**config.mk**
```make
export PLATFORM = sky130hd
export DESIGN_NAME = open_window_detector
export DESIGN_NICKNAME = d
export VERILOG_FILES = /design/src/sv/owd_pkg.sv /design/src/sv/open_window_detector.sv /design/src/sv/owd_cfg_regs.sv /design/src/sv/owd_detect.sv
export SDC_FILE = /design/constraint.sdc
export NUM_CORES = 1
export LEC_CHECK = 0
export ABC_AREA = 0
export BUFFER_PORTS_ARGS = -buffer_cell sky130_fd_sc_hd__buf_2
export CAP_MARGIN = 20
export CORE_MARGIN = 3
export CORE_UTILIZATION = 40
export CTS_BUF_LIST = sky130_fd_sc_hd__clkbuf_16
export CTS_CLUSTER_SIZE = 24
export DETAILED_ROUTE_END_ITERATION = 8
export REMOVE_ABC_BUFFERS = 1
export SETUP_SLACK_MARGIN = 0.1
export SLEW_MARGIN = 20
export SYNTH_ARGS = -nofsm -noshare
export SYNTH_HDL_FRONTEND = slang
export SYNTH_HIERARCHICAL = 1
export SYNTH_SLANG_ARGS = --single-unit
```
**constraint.sdc**
```tcl
create_clock -name i_clk -period 10.55 [get_ports i_clk]
set_input_delay 1.055 -clock i_clk [delete_from_list [all_inputs] [get_ports i_clk]]
set_output_delay 1.055 -clock i_clk [all_outputs]
set_load 0.03 [all_outputs]
```
**src/sv/owd_pkg.sv**
```systemverilog
`timescale 1ns / 1ps
// ----------------------------------------------------------------------------
// owd_pkg
// Shared types, register indexes and reset values of the open-window detector.
// ----------------------------------------------------------------------------
package owd_pkg;

    localparam int unsigned CFG_INDEX_W = 3;
    localparam int unsigned CFG_DATA_W  = 16;

    // Configuration register indexes
    localparam logic [CFG_INDEX_W-1:0] REG_DROP_THRESHOLD   = 3'd0;
    localparam logic [CFG_INDEX_W-1:0] REG_VEL_SPIKE_THRESH = 3'd1;
    localparam logic [CFG_INDEX_W-1:0] REG_HUM_CHANGE_THRESH = 3'd2;
    localparam logic [CFG_INDEX_W-1:0] REG_CONFIRM_LEVEL    = 3'd3;
    localparam logic [CFG_INDEX_W-1:0] REG_SETTLE_DROP      = 3'd4;
    localparam logic [CFG_INDEX_W-1:0] REG_SETTLE_VELOCITY  = 3'd5;
    localparam logic [CFG_INDEX_W-1:0] REG_FREEZE_LIMIT     = 3'd6;

    // Reset values
    localparam logic [14:0] RST_DROP_THRESHOLD    = 15'd100;
    localparam logic [15:0] RST_VEL_SPIKE_THRESH  = 16'd4500;
    localparam logic [13:0] RST_HUM_CHANGE_THRESH = 14'd500;
    localparam logic [7:0]  RST_CONFIRM_LEVEL     = 8'd2;
    localparam logic [14:0] RST_SETTLE_DROP       = 15'd20;
    localparam logic [15:0] RST_SETTLE_VELOCITY   = 16'd1500;
    localparam logic [14:0] RST_FREEZE_LIMIT      = 15'd400;

    localparam logic [7:0]  CONFIRM_MAX = 8'hFF;

    typedef struct packed {
        logic [14:0] drop_threshold;
        logic [15:0] velocity_spike_threshold;
        logic [13:0] humidity_change_threshold;
        logic [7:0]  confirm_level;
        logic [14:0] settle_drop_limit;
        logic [15:0] settle_velocity_limit;
        logic [14:0] freeze_limit;       // two's complement
    } t_cfg;

    typedef struct packed {
        logic        win_open;
        logic [7:0]  confirm_count;
        logic [15:0] temp_fall;          // two's complement
        logic        frost;
    } t_result;

endpackage

```
**src/sv/open_window_detector.sv**
```systemverilog
`timescale 1ns / 1ps
// ----------------------------------------------------------------------------
// open_window_detector
// Open-window detection from temperature, humidity and air velocity samples.
// ----------------------------------------------------------------------------
// Each input transaction carries one sample and produces exactly one result
// transaction. A sample is registered at the input, evaluated against the
// previous sample and the confirmation counter, and the result is registered
// at the output. The output register is loaded from the input register only
// when it is empty or being drained, so a stalled output side holds a sample
// in the input register. A new sample is taken every cycle as long as the
// output side keeps draining. The update of the previous-sample and counter
// registers on each advance is what sets that rate. Configuration writes are
// accepted at any time but must only be issued while no sample is in flight.
// ----------------------------------------------------------------------------
module open_window_detector (
    input  logic                              i_clk,
    input  logic                              i_rst_n,
    // sample input channel
    input  logic                              i_in_valid,
    output logic                              o_in_stall,
    input  logic [14:0]                       i_air_temp,
    input  logic [13:0]                       i_humidity,
    input  logic [15:0]                       i_air_velocity,
    // result output channel
    output logic                              o_out_valid,
    input  logic                              i_out_stall,
    output logic                              o_win_open,
    output logic [7:0]                        o_confirm_count,
    output logic [15:0]                       o_temp_fall,
    output logic                              o_frost,
    // configuration write channel
    input  logic                              i_cfg_valid,
    output logic                              o_cfg_ready,
    input  logic [owd_pkg::CFG_INDEX_W-1:0]   i_cfg_index,
    input  logic [owd_pkg::CFG_DATA_W-1:0]    i_cfg_data
);

    owd_pkg::t_cfg    w_cfg;
    owd_pkg::t_result w_result;

    // Input stage
    logic        r_in_valid;
    logic [14:0] r_in_temp;
    logic [13:0] r_in_hum;
    logic [15:0] r_in_vel;

    // Output stage
    logic             r_out_valid;
    owd_pkg::t_result r_out;

    logic w_out_free;
    logic w_advance;
    logic w_in_accept;
    logic n_in_valid;

    // The output register can take a new result when empty or being drained
    assign w_out_free  = !r_out_valid || !i_out_stall;
    // Evaluate the held sample and commit state only when its result can move
    assign w_advance   = r_in_valid && w_out_free;
    // Stall only when the input stage is full and cannot move this cycle
    assign o_in_stall  = r_in_valid && !w_out_free;
    assign w_in_accept = i_in_valid && !o_in_stall;

    always_comb begin
        n_in_valid = r_in_valid;
        if (w_in_accept) begin
            n_in_valid = 1'b1;
        end else if (w_advance) begin
            n_in_valid = 1'b0;
        end
    end

    owd_cfg_regs u_cfg_regs (
        .i_clk       (i_clk),
        .i_rst_n     (i_rst_n),
        .i_cfg_valid (i_cfg_valid),
        .i_cfg_index (i_cfg_index),
        .i_cfg_data  (i_cfg_data),
        .o_cfg_ready (o_cfg_ready),
        .o_cfg       (w_cfg)
    );

    owd_detect u_detect (
        .i_clk          (i_clk),
        .i_rst_n        (i_rst_n),
        .i_advance      (w_advance),
        .i_cfg          (w_cfg),
        .i_air_temp     (r_in_temp),
        .i_humidity     (r_in_hum),
        .i_air_velocity (r_in_vel),
        .o_result       (w_result)
    );

    // Control
    always_ff @(posedge i_clk) begin
        if (!i_rst_n) begin
            r_in_valid  <= 1'b0;
            r_out_valid <= 1'b0;
        end else begin
            r_in_valid <= n_in_valid;
            if (w_out_free) begin
                r_out_valid <= w_advance;
            end
        end
    end

    // Payload: capture a sample on acceptance, a result on advance
    always_ff @(posedge i_clk) begin
        if (w_in_accept) begin
            r_in_temp <= i_air_temp;
            r_in_hum  <= i_humidity;
            r_in_vel  <= i_air_velocity;
        end
        if (w_advance) begin
            r_out <= w_result;
        end
    end

    assign o_out_valid     = r_out_valid;
    assign o_win_open      = r_out.win_open;
    assign o_confirm_count = r_out.confirm_count;
    assign o_temp_fall     = r_out.temp_fall;
    assign o_frost         = r_out.frost;

endmodule

```
**src/sv/owd_cfg_regs.sv**
```systemverilog
`timescale 1ns / 1ps
// ----------------------------------------------------------------------------
// owd_cfg_regs
// Configuration register file, written by index over a valid/ready channel.
// ----------------------------------------------------------------------------
module owd_cfg_regs (
    input  logic                              i_clk,
    input  logic                              i_rst_n,
    input  logic                              i_cfg_valid,
    input  logic [owd_pkg::CFG_INDEX_W-1:0]   i_cfg_index,
    input  logic [owd_pkg::CFG_DATA_W-1:0]    i_cfg_data,
    output logic                              o_cfg_ready,
    output owd_pkg::t_cfg                     o_cfg
);

    owd_pkg::t_cfg r_cfg;

    // The user must write only while the block is idle; not enforced here, so always take writes
    assign o_cfg_ready = 1'b1;
    assign o_cfg       = r_cfg;

    always_ff @(posedge i_clk) begin
        if (!i_rst_n) begin
            r_cfg.drop_threshold            <= owd_pkg::RST_DROP_THRESHOLD;
            r_cfg.velocity_spike_threshold  <= owd_pkg::RST_VEL_SPIKE_THRESH;
            r_cfg.humidity_change_threshold <= owd_pkg::RST_HUM_CHANGE_THRESH;
            r_cfg.confirm_level             <= owd_pkg::RST_CONFIRM_LEVEL;
            r_cfg.settle_drop_limit         <= owd_pkg::RST_SETTLE_DROP;
            r_cfg.settle_velocity_limit     <= owd_pkg::RST_SETTLE_VELOCITY;
            r_cfg.freeze_limit              <= owd_pkg::RST_FREEZE_LIMIT;
        end else if (i_cfg_valid && o_cfg_ready) begin
            case (i_cfg_index)
                owd_pkg::REG_DROP_THRESHOLD: begin
                    r_cfg.drop_threshold <= i_cfg_data[14:0];
                end
                owd_pkg::REG_VEL_SPIKE_THRESH: begin
                    r_cfg.velocity_spike_threshold <= i_cfg_data;
                end
                owd_pkg::REG_HUM_CHANGE_THRESH: begin
                    r_cfg.humidity_change_threshold <= i_cfg_data[13:0];
                end
                owd_pkg::REG_CONFIRM_LEVEL: begin
                    r_cfg.confirm_level <= i_cfg_data[7:0];
                end
                owd_pkg::REG_SETTLE_DROP: begin
                    r_cfg.settle_drop_limit <= i_cfg_data[14:0];
                end
                owd_pkg::REG_SETTLE_VELOCITY: begin
                    r_cfg.settle_velocity_limit <= i_cfg_data;
                end
                owd_pkg::REG_FREEZE_LIMIT: begin
                    r_cfg.freeze_limit <= i_cfg_data[14:0];
                end
                default: begin
                    // unmapped index: drop the write
                end
            endcase
        end
    end

endmodule

```
**src/sv/owd_detect.sv**
```systemverilog
`timescale 1ns / 1ps
// ----------------------------------------------------------------------------
// owd_detect
// Previous-sample state, confirmation counter and open/closed decision.
// ----------------------------------------------------------------------------
module owd_detect (
    input  logic              i_clk,
    input  logic              i_rst_n,
    input  logic              i_advance,
    input  owd_pkg::t_cfg     i_cfg,
    input  logic [14:0]       i_air_temp,
    input  logic [13:0]       i_humidity,
    input  logic [15:0]       i_air_velocity,
    output owd_pkg::t_result  o_result
);

    logic [14:0] r_last_temp;
    logic [13:0] r_last_hum;
    logic [15:0] r_last_vel;
    logic [7:0]  r_conf;
    logic        r_open;

    logic [7:0]  n_conf;
    logic        n_open;

    logic [15:0] w_drop;
    logic [14:0] w_drop_abs;
    logic [14:0] w_hum_diff;
    logic [13:0] w_hum_abs;
    logic [16:0] w_vel_diff;
    logic        w_drop_hit;
    logic        w_vel_hit;
    logic        w_hum_hit;
    logic        w_hit;
    logic        w_settle;

    // Differences, one bit wider than the operands
    assign w_drop     = {r_last_temp[14], r_last_temp} - {i_air_temp[14], i_air_temp};
    assign w_hum_diff = {1'b0, i_humidity} - {1'b0, r_last_hum};
    assign w_vel_diff = {1'b0, i_air_velocity} - {1'b0, r_last_vel};

    assign w_drop_abs = w_drop[15] ? (~w_drop[14:0] + 15'd1) : w_drop[14:0];
    assign w_hum_abs  = w_hum_diff[14] ? (~w_hum_diff[13:0] + 14'd1) : w_hum_diff[13:0];

    assign w_drop_hit = !w_drop[15] && (w_drop[14:0] > i_cfg.drop_threshold);
    assign w_vel_hit  = !w_vel_diff[16] && (w_vel_diff[15:0] > i_cfg.velocity_spike_threshold);
    assign w_hum_hit  = w_hum_abs > i_cfg.humidity_change_threshold;
    assign w_hit      = w_drop_hit && (w_vel_hit || w_hum_hit);

    assign w_settle = r_open && (w_drop_abs < i_cfg.settle_drop_limit)
                      && (i_air_velocity < i_cfg.settle_velocity_limit);

    always_comb begin
        n_conf = r_conf;
        if (w_hit) begin
            if (r_conf != owd_pkg::CONFIRM_MAX) begin
                n_conf = r_conf + 8'd1;
            end
        end else if (r_conf != 8'd0) begin
            n_conf = r_conf - 8'd1;
        end

        // Reaching the confirm level wins over the settle test
        if (n_conf >= i_cfg.confirm_level) begin
            n_open = 1'b1;
        end else if (w_settle) begin
            n_open = 1'b0;
        end else begin
            n_open = r_open;
        end
    end

    assign o_result.win_open      = n_open;
    assign o_result.confirm_count = n_conf;
    assign o_result.temp_fall     = w_drop;
    assign o_result.frost         = $signed(i_air_temp) < $signed(i_cfg.freeze_limit);

    always_ff @(posedge i_clk) begin
        if (!i_rst_n) begin
            r_last_temp <= '0;
            r_last_hum  <= '0;
            r_last_vel  <= '0;
            r_conf      <= '0;
            r_open      <= 1'b0;
        end else if (i_advance) begin
            r_last_temp <= i_air_temp;
            r_last_hum  <= i_humidity;
            r_last_vel  <= i_air_velocity;
            r_conf      <= n_conf;
            r_open      <= n_open;
        end
    end

    a_hold_when_idle : assert property (@(posedge i_clk) disable iff (!i_rst_n)
        !i_advance |=> $stable(r_conf) && $stable(r_open) && $stable(r_last_temp))
        else $error("detector state changed without a transaction");

    a_count_saturates : assert property (@(posedge i_clk) disable iff (!i_rst_n)
        i_advance && w_hit && (r_conf == owd_pkg::CONFIRM_MAX)
        |=> r_conf == owd_pkg::CONFIRM_MAX)
        else $error("confirmation counter wrapped at top");

    a_count_floor : assert property (@(posedge i_clk) disable iff (!i_rst_n)
        i_advance && !w_hit && (r_conf == 8'd0) |=> r_conf == 8'd0)
        else $error("confirmation counter wrapped at zero");

    a_open_on_confirm : assert property (@(posedge i_clk) disable iff (!i_rst_n)
        i_advance && (n_conf >= i_cfg.confirm_level) |=> r_open)
        else $error("window not open after reaching confirm level");

endmodule
```
Word-level counts from Yosys, hierarchy flattened --
Cells that the tools add are included. Widths: inputs -> output; s select.
Word-level totals: memory bits (writable) 0, flip-flop bits (word level) 226, word-level logic and storage cells 79, input port bits 69, output and inout bits 29, ROM bits 0, memories 0, latch bits 0
Cells by class: multipliers 0, eq/ne operators 7, reduce and logical (&&, ||, !) cells 26, muxes and demuxes 9, shift operators 0, divide/modulo/power cells 0, bitwise operators 2, magnitude comparators 7, add/subtract/negate cells 7
Operator list (count):
- $lt 15x15->1 | 2
- $mux 8 | 3
- $sub 16x16->17 | 1
- $gt 16x16->1 | 1
- $lt 16x16->1 | 1
- $sub 15x15->16 | 1
- $add 15x1->15 const B | 1
- $gt 15x15->1 | 1
- $mux 15 | 1
- $not 15->15 | 1
- $sub 14x14->15 | 1
- $add 14x1->14 const B | 1
- $gt 14x14->1 | 1
- $mux 14 | 1
- $not 14->14 | 1
- $reduce_and 2->1 | 7
- $eq 3x3->1 const B | 3
- $add 8x1->8 const B | 1
- $ge 8x8->1 | 1
- $logic_and 1x1->1 | 8
- $ne 8x8->1 const B | 1
- $reduce_bool 8->1 | 1
- $sub 8x1->8 const B | 1
- $eq 3x2->1 const B | 2
- other kinds (6) | 15

Logic depth before layout (Yosys ltp) --
Gate-level depths: netlist (run 1).
word-level depth 10, mapped depth 34, gate-level depth less buffers 31

Modules after synthesis --
The synthesis (run 1) kept the hierarchy.
By module, submodules not included:
- owd_detect | cells an instance 974, instances 1, seq. area each 1081.0 um^2, area an instance 7552.2 um^2
- owd_cfg_regs | cells an instance 361, instances 1, seq. area each 1981.9 um^2, area an instance 3787.4 um^2
- open_window_detector | cells an instance 79, instances 1, seq. area each 2172.1 um^2, area an instance 2215.9 um^2

Worst setup path after synthesis (run 1) --
OpenSTA, ideal clock, no wires.
kind flip-flop to flip-flop, start register r_in_vel[1], end register r_out (netlist bit o_win_open) (data pin), path buffers 1, data required time 10299 ps, slack 4599 ps, cell stages (with the launch flop) 29, arrival time 5700 ps, cells stage by stage edfxtp_1 ha_1 nor2b_1 o21ai_0 a21boi_0 o211ai_1 a21oi_1 o31ai_1 o21bai_1 a21oi_1 xnor2_1 ha_1 nand4_1 or4_1 o221a_2 o21ai_2 mux2_2 xnor2_1 ha_1 nand2b_1 a21o_1 a21o_1 a211oi_1 o21bai_1 a31oi_1 nand2_1 a21oi_1 a21oi_1 buf_4
On the way: cells in the longest elaborated chain, start to end 8, elaborated cells between the ends (all ways) 12
RTL lines:
- from (decl) | RTL line open_window_detector.sv:46 | logic [15:0] r_in_vel;
- from (signal assigned) | RTL line open_window_detector.sv:113 | r_in_vel <= i_air_velocity;
- $sub 16x16->17 | RTL line owd_detect.sv:40 | assign w_vel_diff = {1'b0, i_air_velocity} - {1'b0, r_last_vel};
- $gt 16x16->1 / $logic_not 1->1 (equally long branches) | RTL line owd_detect.sv:46 | assign w_vel_hit = !w_vel_diff[16] && (w_vel_diff[15:0] > i_cfg.velocity_spike_threshold);
- $logic_and 1x1->1 | RTL line owd_detect.sv:46
- $logic_or 1x1->1 | RTL line owd_detect.sv:48 | assign w_hit = w_drop_hit && (w_vel_hit || w_hum_hit);
- $logic_and 1x1->1 | RTL line owd_detect.sv:48
- $mux 8 | RTL line owd_detect.sv:55 | if (w_hit) begin
- $ge 8x8->1 | RTL line owd_detect.sv:64 | if (n_conf >= i_cfg.confirm_level) begin
- $mux 1 * | RTL line owd_detect.sv:64
- via u_detect.n_open | RTL line owd_detect.sv:24 | logic n_open;
- to (signal assigned) | RTL line open_window_detector.sv:116 | r_out <= w_result;
- to (decl) | RTL line open_window_detector.sv:50 | owd_pkg::t_result r_out;
Mark *: on every way through the listed nets, which the timed path passes. The rest lies on a longest branch. A chain may end at the register's enable or synchronous reset.

==> out/metrics.csv, run 1 <==
stage,metric,value,unit
min_path,hp-start,u_cfg_regs/o_cfg[82]$_SDFFE_PN0P_,
finish,area_growth,13.5,%
synth,postSynthCellCount,1414,
placement,post-place-ws,3760,ps
synth,synthArstFlopShare,0,%
clocking,cts.path.max_buffers,3,
setup_path,critPathRequiredTime,10840,ps
synth,ys_warn_count,6,
floorplan,fp.dieH,190,µm
clocking,cts_resized,0,
global_routing,grt_pass1_wl,50200,µm
setup_path,start_kind,flop,
global_routing,grt_overflow,0,
finish,nets,1720,
run_status,status,"complete, no violations",
run,maxCapViolCount,0,
clocking,numCtsBuffers,28,
timing,fin_skew,14.6,ps
synth,ys_top_cells_by_area,"dfxtp_1 23%, edfxtp_1 16%, ha_1 13%",
clocking,hold_buffers,0,
setup_path,worstPathArrival,7140,ps
drt,wl,31000,µm
timing,finalSetupViolCount,0,
floorplan,fp-row-count,66,
timing,tns,0,ps
placement,dp_cells,1914,
finish,final_cell_mix,"173 x inv_1, 155 x dfxtp_1, 152 x mux2i_1",
synth,synth_top_area_share,22.9,%
timing,tightestPinTransition,818,ps
timing,finalCritPeriodShare,65.0,%
floorplan,fp.dieW,190,µm
drt,drtPass1Iterations,5,
drt,vias,9896,
drt,drt-wirelength-per-cell,15.8,µm
global_routing,antenna_found_initial,4,
timing,finalMaxSlewViolations,0,
synth,ys_seq_area_share,38.6,%
synth,ys_types,90,
synth,syn-mean-instance-area,9.59,µm²
drt,ant_nets,0,
placement,gp_congestion,0.865,
finish,fill_cells,3150,
power_and_ir_drop,ir_drop,0.128,mV
drt,drc,0,
clocking,cts_tree,done,
finish,drive_above_1_share,12.1,%
drt,drt_iter0_markers,498,
clocking,h-tree-depth,1,
timing,holdWs,459,ps
power_and_ir_drop,pwr_density_cell,170,nW/µm²
timing,relSlewSlack,45.4,%
timing,grt_setup_unrepaired,no,
finish,fin_util,46.7,%
drt,avgViaCountPerCell,5.03,
floorplan,initial_core_util,41.1,%
synth,synth_largest_area_cell,dfxtp_1,
timing,worst_slack,3700,ps
synth,mappedNetlistArea,13600,µm²
timing,fin_crit,6850,ps
global_routing,grt_pass1_vias,9729,
floorplan,boundaryPins,98,
setup_path,path_max_fanout,20,
global_routing,grt_max_degree,71,
finish,layout_commonest_cell,inv_1,
global_routing,grt_usage,17.1,%
floorplan,die-area,36100,µm²
clocking,cts-root-buf,clkbuf_16,
synth,synth-edff-count,71,
placement,hpwl,22900,µm
min_path,hold_path.class,flop to flop,
clocking,clock_sinks,226,
setup_path,rr_startpoint,r_in_vel[1]$_DFFE_PP_,
setup_path,critPathLaunch,r_in_vel[1]$_DFFE_PP_,
clocking,clkLatencyLatePin,550,ps
floorplan,core_region_area,32900,µm²
clocking,post_cts_buffers,0,
synth,ys.flop_type,dfxtp_1,
finish,diodes,0,
setup_path,cp-end-kind,flop,
finish,finalNonFillerCells,1966,
timing,max_freq,146,MHz
clocking,clk_pin_slew_worst_paths,60,ps
placement,portBuffers,96,
setup_path,critical_path_class,flop to flop,
power_and_ir_drop,p_leak,6.89,nW
timing,hold_viol,0,
synth,ys_seq_elements,226,
-- layout make-up --
type / count / area (µm²) / share of cell area, %
Sequential cell: 226 / 5240 / 34.0
Tap cell: 442 / 553 / 3.59
Clock inverter: 22 / 196 / 1.28
Multi-Input combinational cell: 971 / 7460 / 48.5
Inverter: 169 / 634 / 4.12
Timing Repair Buffer: 106 / 562 / 3.65
Clock buffer: 30 / 751 / 4.88
-- stage by stage --
step                total power [mW]  instance area (µm²)
floorplan                       1.51                13300
global placement                1.66                14400
detailed placement              1.67                14400
CTS                             2.65                15400
global route                    2.78                15400
finish                          2.62                15400
-- where the power goes --
group	leakage, nW	total, mW	switching (mW)	internal [mW]
registers	1.94	0.987	0.0307	0.956
logic	4.48	0.669	0.386	0.283
clock network	0.466	0.965	0.379	0.586
-- flip-flops by register name (all words and copies together) (netlist names) --
name / cells
o_temp_fall: 16
r_in_valid: 1
u_cfg_regs/o_cfg: 99
u_detect/r_open: 1
r_in_hum: 14
o_win_open: 1
u_detect/r_last_hum: 14
r_in_vel: 16
u_detect/r_last_vel: 16
o_out_valid: 1
u_detect/r_last_temp: 15
o_frost: 1
r_in_temp: 15
o_confirm_count: 8
u_detect/r_conf: 8
-- synthesized netlist by cell type (21+ instances only) --
library cell / instances
a21o_1: 25
o21ai_0: 23
nor2_1: 99
nor2b_1: 52
nand2_1: 132
mux2i_1: 152
clkbuf_1: 24
xnor2_1: 42
edfxtp_1: 71
ha_1: 146
inv_1: 167
nor3_1: 22
dfxtp_1: 155
a21oi_1: 61
nand3_1: 21
-- worst max-delay path, cell delays in order, from the launching register on --
cell and delay, ps:
edfxtp_1 460, ha_1 320, nor2b_1 120, o21ai_0 190, a21boi_0 180, o211ai_1 260, a21oi_1 140, o31ai_1 440
o21ai_0 200, xnor2_1 160, ha_1 300, nand4_1 170, or4_1 590, o221a_2 320, o21ai_2 140, buf_4 300
mux2_2 400, xnor2_1 190, ha_1 260, nand2b_1 130, a21o_1 170, a21o_1 170, a211oi_1 240, o21bai_1 100
a31oi_1 270, nand2_1 100, a21oi_1 210, a21oi_1 70
-- final timing paths --
check	to	slack, ps	cells after the start
setup / recovery	o_win_open$_DFFE_PP_	3700	27
hold / removal	u_cfg_regs/o_cfg[82]$_SDFFE_PN0P_	460	2
setup reg to reg	o_win_open$_DFFE_PP_	3700	27
hold reg to reg	u_cfg_regs/o_cfg[82]$_SDFFE_PN0P_	460	2
-- kinds of logic after synthesis --
logic type | Yosys count | share of synthesized area [%]
adders and majority gates | 149 | 13.9
DFF | 226 | 38.6
xor gates and xnor gates | 60 | 3.88
AOI/OAI and AO/OA | 197 | 10.3
other | 1 | 0.0277
and+or+nand+nor | 408 | 15.0
muxes | 156 | 11.6
buffers and inverters | 217 | 6.61
-- routing by layer --
| layer | up-vias | part of all wire, % | wire length [µm] | global-route usage [%] |
|---|---|---|---|---|
| met4 | 8 | 2.6 | 796 | 4.41 |
| met5 | - | 0.15 | 46 | 0 |
| met1 | 4601 | 47 | 14700 | 23.4 |
| li1 | 5063 | - | - | - |
| met3 | 57 | 4.5 | 1380 | 3.21 |
| met2 | 167 | 46 | 14100 | 27.9 |
Power figures use the tool's default switching activity.
==> run 2: changes to the inputs <==
==> constraint.sdc (replaced) <==
create_clock -name i_clk -period 7.2 [get_ports i_clk]
set_input_delay 0.72 -clock i_clk [delete_from_list [all_inputs] [get_ports i_clk]]
set_output_delay 0.72 -clock i_clk [all_outputs]
set_load 0.03 [all_outputs]
==> run 2 against run 1 <==
  * Routed wire length is 0.44% lower
  * Combinational power is 48% higher
  * Worst hold slack worse by 100 ps
  * Die area stayed put
  * Utilization is 0.13 points lower
==> out/metrics.csv, run 2 (synthesized netlist as in run 1, its figures left out) <==
stage,metric,value,unit,change
timing,finalSetupViolCount,0,,unchanged
timing,fin_skew,9.47,ps,-5.16 ps
finish,final_cell_mix,"170 x inv_1, 155 x dfxtp_1, 152 x mux2i_1",,
floorplan,fp-row-count,66,,unchanged
timing,worst_slack,604,ps,-3090 ps
setup_path,reg2regPathDepth,27,,unchanged
finish,fill_cells,3196,,+1.5%
clocking,clkLatencyLatePin,530,ps,-20 ps
clocking,cts-root-buf,clkbuf_16,,
setup_path,reg2reg_to,o_win_open$_DFFE_PP_,,
finish,fin_util,46.6,%,-0.13 points
clocking,clock_sinks,226,,unchanged
finish,nets,1720,,unchanged
timing,max_freq,152,MHz,+3.9%
setup_path,critPathRequiredTime,7470,ps,-3370 ps
global_routing,grt_pass1_wl,50500,µm,+0.54%
setup_path,cpMostUsedCell,a21oi_1,,
placement,portBuffers,96,,unchanged
drt,avgViaCountPerCell,5.02,,-0.36%
global_routing,grt_usage,17.1,%,about the same
placement,hpwl,22900,µm,+0.20%
power_and_ir_drop,ir_drop,0.175,mV,+37%
finish,largest_reg_flops,99,,unchanged
finish,finalNonFillerCells,1965,,-0.051%
placement,place_area,14400,µm²,about the same
drt,wl,30900,µm,-0.44%
setup_path,path_max_fanout,4,,-80%
clocking,h-tree-depth,1,,unchanged
setup_path,slowest_delay,580,ps,about the same
setup_path,rr_startpoint,r_in_vel[1]$_DFFE_PP_,,
floorplan,boundaryPins,98,,unchanged
drt,ant_nets,0,,unchanged
setup_path,cp-end-kind,flop,,
global_routing,grt_max_degree,84,,+18%
setup_path,crit_path_top_delay_cell,or4_1,,
placement,dp_cells,1914,,unchanged
clocking,clk_pin_slew_worst_paths,60,ps,about the same
floorplan,die-area,36100,µm²,unchanged
power_and_ir_drop,p_leak,6.88,nW,-0.25%
clocking,cts_tree,done,,
global_routing,grt_overflow,0,,unchanged
placement,post-place-ws,511,ps,-3250 ps
floorplan,fp.dieW,190,µm,unchanged
min_path,hp-start,i_humidity[13],,
drt,vias,9855,,-0.41%
min_path,whs_endpoint,r_in_hum[13]$_DFFE_PP_,,
setup_path,ff2ff_setup_slack,600,ps,-3090 ps
setup_path,critical_path_class,flop to flop,,
finish,layout_commonest_cell,inv_1,,
timing,relSlewSlack,43.4,%,-1.9 points
finish,final-seq-area,5240,µm²,unchanged
timing,hold_viol,0,,unchanged
placement,gp_congestion,0.823,,-4.8%
timing,fin_crit,6600,ps,-258 ps
min_path,hold_path.class,input port to flop,,
clocking,hold_buffers,0,,unchanged
timing,finalMaxSlewViolations,0,,unchanged
floorplan,fp.dieH,190,µm,unchanged
finish,multi_input_area,7470,µm²,+0.18%
clocking,cts.path.max_buffers,3,,unchanged
timing,tightestPinTransition,847,ps,+29.1 ps
floorplan,core_region_area,32900,µm²,unchanged
drt,drtPass1Iterations,5,,unchanged
power_and_ir_drop,pwr_density_cell,246,nW/µm²,+44%
timing,holdWs,360,ps,-99.7 ps
setup_path,worstPathArrival,6870,ps,-270 ps
run_status,status,"complete, no violations",,
timing,finalCritPeriodShare,91.6,%,+27 points
global_routing,grt_pass1_vias,9652,,-0.79%
setup_path,start_kind,flop,,
finish,area_growth,13.2,%,
drt,drt_iter0_markers,433,,-13%
drt,drt-wirelength-per-cell,15.7,µm,-0.39%
min_path,hold_depth,1,,-1
global_routing,antenna_found_initial,4,,unchanged
setup_path,critPathLaunch,r_in_vel[1]$_DFFE_PP_,,
finish,design_area,15300,µm²,-0.27%
clocking,numCtsBuffers,27,,-3.6%
finish,drive_above_1_share,12.4,%,+0.21 points
timing,grt_setup_unrepaired,no,,
drt,drc,0,,unchanged
run,maxCapViolCount,0,,unchanged
floorplan,initial_core_util,41.1,%,unchanged
[run 2: per-layer routing]
| metal | GRT usage (%) | vias up | share of wire, % |
|---|---|---|---|
| li1 | - | 5058 | - |
| met1 | 23.6 | 4606 | 48 |
| met2 | 28.5 | 144 | 46 |
| met3 | 2.76 | 41 | 4.0 |
| met4 | 3.27 | 6 | 1.7 |
| met5 | 0 | - | 0.13 |
[run 2: power breakdown]
| part | internal (mW) | switching, mW | leakage, nW |
|---|---|---|---|
| Clock | 0.797 | 0.543 | 0.441 |
| Sequential | 1.40 | 0.0446 | 1.94 |
| Combinational | 0.420 | 0.572 | 4.49 |
[run 2: layout make-up]
type | instances | area share [%]
Sequential cell | 226 | 34.1
Multi-Input combinational cell | 971 | 48.7
Inverter | 169 | 4.13
Timing Repair Buffer | 107 | 3.71
Tap cell | 442 | 3.60
Clock inverter | 20 | 1.02
Clock buffer | 29 | 4.73
Antenna cell | 1 | 0.0163
[run 2: how the worst max path moves through the flow]
stage                                                 end  slack [ps]  cells after the start
after floorplan           u_detect/r_conf[1]$_SDFFE_PN0P_       -2850                      4
after global placement               o_win_open$_DFFE_PP_         610                     29
after detailed placement             o_win_open$_DFFE_PP_         510                     32
after CTS                            o_win_open$_DFFE_PP_         490                     32
after global routing                 o_win_open$_DFFE_PP_         110                     32
final                                o_win_open$_DFFE_PP_         600                     27
[run 2: critical path: cells and delay by family, from the launching register on]
kind | cells | cell delay, ps
compound gates | 16 | 3190
flops | 1 | 460
xor+xnor | 2 | 330
fa+ha+maj | 3 | 880
mux | 1 | 390
simple gates | 5 | 1090
[run 2: metrics by stage]
step / setup TNS, ps / total power [mW]
after floorplan: -119890 / 2.21
after global placement: 0 / 2.43
after detailed placement: 0 / 2.46
after CTS: 0 / 3.82
after global routing: 0 / 4.01
final: 0 / 3.78
[run 2: what timing repair did]
action	4_1_cts	5_1_grt
endpoints found under the setup margin	0	2
resized for setup	0	3
buffers inserted	0	1
==> run 3: changes to the inputs <==
--- a/config.mk
+++ b/config.mk
@@ -9,11 +9,10 @@
 export BUFFER_PORTS_ARGS = -buffer_cell sky130_fd_sc_hd__buf_2
 export CAP_MARGIN = 20
 export CORE_MARGIN = 3
-export CORE_UTILIZATION = 40
+export CORE_UTILIZATION = 45
 export CTS_BUF_LIST = sky130_fd_sc_hd__clkbuf_16
 export CTS_CLUSTER_SIZE = 24
 export DETAILED_ROUTE_END_ITERATION = 8
-export REMOVE_ABC_BUFFERS = 1
 export SETUP_SLACK_MARGIN = 0.1
 export SLEW_MARGIN = 20
 export SYNTH_ARGS = -nofsm -noshare
==> constraint.sdc (replaced) <==
create_clock -name i_clk -period 6.97 [get_ports i_clk]
set_input_delay 0.697 -clock i_clk [delete_from_list [all_inputs] [get_ports i_clk]]
set_output_delay 0.697 -clock i_clk [all_outputs]
set_load 0.03 [all_outputs]
==> run 3 against run 2 <==
  * Clock power barely moved
  * Sequential power increased by 3%
  * Routed wire length is 0.65% lower
  * Die area down 11%
  * Power grew 2.8%
  * First-iteration DRC count grew 6.9%
  * Sequential share of layout area increased by 0.11 points
  * Utilization grew 5.9 points
  * Clock-buffer cell count down 2
  * Largest cell class unchanged
  * Largest power group unchanged
==> out/metrics.csv, run 3 (synthesized netlist as in run 1, its figures left out) <==
stage,metric,value,unit,change
power_and_ir_drop,pwr_density_cell,254,nW/µm²,+3.2%
power_and_ir_drop,comb_power_share,27.2,%,+1.0 points
setup_path,worst-path-buf-inv,2,,+2
setup_path,worst-path-stages,29,,+7.4%
setup_path,crit_path_top_delay_cell,or4_1,,
finish,final-seq-area,5240,µm²,unchanged
setup_path,slowest_delay,580,ps,about the same
clocking,h-tree-depth,1,,unchanged
drt,drt-wirelength-per-cell,16.1,µm,+2.3%
clocking,clock_sinks,226,,unchanged
placement,post-place-ws,289,ps,-222 ps
drt,ant_nets,0,,unchanged
power_and_ir_drop,ir_drop,0.196,mV,+11%
drt,avgViaCountPerCell,5.12,,+2.1%
drt,vias,9770,,-0.86%
setup_path,critPathRequiredTime,7250,ps,-220 ps
drt,drt_iter0_markers,463,,+6.9%
global_routing,antenna_found_initial,4,,unchanged
run,maxCapViolCount,0,,unchanged
floorplan,core_region_area,29200,µm²,-11%
timing,grt_setup_unrepaired,no,,
drt,drc,0,,unchanged
timing,worst_slack,520,ps,-83.7 ps
setup_path,reg2regPathDepth,29,,+7.4%
timing,finalMaxSlewViolations,0,,unchanged
power_and_ir_drop,intPower,2.70,mW,+3.2%
setup_path,worstPathArrival,6730,ps,-140 ps
floorplan,boundaryPins,98,,unchanged
placement,gp_congestion,0.872,,+6.0%
floorplan,die-area,32200,µm²,-11%
setup_path,critical_path_class,flop to flop,,
placement,place_area,14400,µm²,-0.40%
setup_path,rr_startpoint,r_in_vel[0]$_DFFE_PP_,,
clocking,numCtsBuffers,26,,-3.7%
global_routing,grt_pass1_vias,9590,,-0.64%
finish,final_cell_mix,"178 x inv_1, 155 x dfxtp_1, 152 x mux2i_1",,
power_and_ir_drop,power_frac_seq,38.5,%,+0.2 points
placement,hpwl,23100,µm,+0.64%
clocking,cts-root-buf,clkbuf_16,,
timing,hold_viol,0,,unchanged
setup_path,cp_top_family,compound AO/OA/AOI/OAI gates,,
clocking,hold_buffers,0,,unchanged
setup_path,cpMostUsedCell,ha_1,,
finish,largest_reg_flops,99,,unchanged
finish,drive_above_1_share,12.3,%,about the same
min_path,whs_endpoint,r_in_temp[7]$_DFFE_PP_,,
drt,drtPass1Iterations,5,,unchanged
timing,fin_skew,14.0,ps,+4.57 ps
finish,area_growth,12.8,%,
timing,tightestPinTransition,917,ps,+69.7 ps
timing,max_freq,155,MHz,+2.3%
timing,fin_crit,6450,ps,-146 ps
global_routing,grt_usage,18.4,%,+1.3 points
finish,nets,1721,,+0.058%
floorplan,fp.dieW,180,µm,-5.5%
power_and_ir_drop,power.switching,1.18,mW,+2.0%
floorplan,fp-row-count,62,,-6.1%
finish,fill_cells,2739,,-14%
floorplan,initial_core_util,46.5,%,+5.3 points
power_and_ir_drop,p_leak,6.90,nW,+0.41%
power_and_ir_drop,clkPwrFrac,34.3,%,-1.2 points
finish,multi_input_area,7510,µm²,+0.55%
clocking,clkLatencyLatePin,530,ps,about the same
finish,design_area,15300,µm²,-0.33%
setup_path,path_max_fanout,4,,unchanged
clocking,cts_tree,done,,
setup_path,cp-end-kind,flop,,
timing,relSlewSlack,38.5,%,-4.9 points
min_path,hp-start,i_air_temp[7],,
global_routing,grt_pass1_wl,49400,µm,-2.1%
drt,wl,30700,µm,-0.65%
timing,finalCritPeriodShare,92.5,%,+0.92 points
min_path,hold_path.class,input port to flop,,
global_routing,grt_max_degree,76,,-9.5%
finish,layout_commonest_cell,inv_1,,
clocking,cts.path.max_buffers,3,,unchanged
min_path,hold_depth,1,,unchanged
setup_path,ff2ff_setup_slack,520,ps,-80 ps
placement,portBuffers,96,,unchanged
run_status,status,"complete, no violations",,
global_routing,grt_overflow,0,,unchanged
floorplan,fp.dieH,180,µm,-5.5%
clocking,clk_pin_slew_worst_paths,60,ps,about the same
setup_path,reg2reg_to,o_win_open$_DFFE_PP_,,
power_and_ir_drop,sw_frac_of_total,30.4,%,-0.26 points
timing,finalSetupViolCount,0,,unchanged
setup_path,start_kind,flop,,
timing,tns,0,ps,unchanged
synth,synth_nets,1632,,
run 3: worst reg2reg max path: cells and delay by family (launching register included):
family	cells	cell delay [ps]
buffers and inverters	2	130
adder cells (fa/ha/maj)	4	1180
XOR/XNOR	2	300
AO/OA/AOI/OAI	13	2380
flip-flops	1	400
multiplexers	1	400
AND/OR/NAND/NOR	7	1380
run 3: routing by layer:
metal / vias to the layer above / global-route usage, % / share of wire [%]
li1: 5062 / - / -
met1: 4503 / 25.2 / 47
met2: 156 / 30.8 / 46
met3: 43 / 3.25 / 4.4
met4: 6 / 3.99 / 1.8
met5: - / 0 / 0.15
run 3: repair_timing:
| action | 4_1_cts | 5_1_grt |
|---|---|---|
| endpoints found under the setup margin | 0 | 2 |
| setup buffers | 0 | 1 |
| gates resized for setup | 0 | 11 |
run 3: through the flow:
stage	total power, mW	hold slack [ps]	instances	utilization, %
finish	3.88	336	1908	52.4
global route	4.12	319	1908	52.4
CTS	3.90	314	1905	52.2
detailed placement	2.55	448	1857	49.3
global placement	2.52	444	1856	49.3
floorplan	2.31	435	1414	-
run 3: area by class of cell:
| class | instances | area share, % |
|---|---|---|
| multi-input combinational | 971 | 49.1 |
| timing repair buffer | 109 | 3.87 |
| clock buffer | 27 | 4.42 |
| inverter | 169 | 4.15 |
| sequential | 226 | 34.2 |
| clock inverter | 21 | 1.07 |
| tap | 384 | 3.14 |
| antenna | 1 | 0.0164 |
run 3: how the worst max path moves through the flow:
| stage | start | to | slack [ps] |
|---|---|---|---|
| global route | r_in_vel[0]$_DFFE_PP_ | o_win_open$_DFFE_PP_ | 110 |
| finish | r_in_vel[0]$_DFFE_PP_ | o_win_open$_DFFE_PP_ | 520 |
| CTS | r_in_vel[1]$_DFFE_PP_ | o_win_open$_DFFE_PP_ | 270 |
| global placement | r_in_hum[0]$_DFFE_PP_ | o_win_open$_DFFE_PP_ | 640 |
| detailed placement | r_in_vel[1]$_DFFE_PP_ | o_win_open$_DFFE_PP_ | 290 |
| floorplan | r_in_vel[1]$_DFFE_PP_ | o_win_open$_DFFE_PP_ | 1020 |
run 3: power groups by stage:
stage	Clock, mW	Combinational, mW	Sequential, mW
finish	1.33	1.06	1.50
global route	1.43	1.19	1.50
CTS	1.37	1.03	1.49
detailed placement	0	1.03	1.52
global placement	0	1.00	1.52
floorplan	0	0.768	1.55
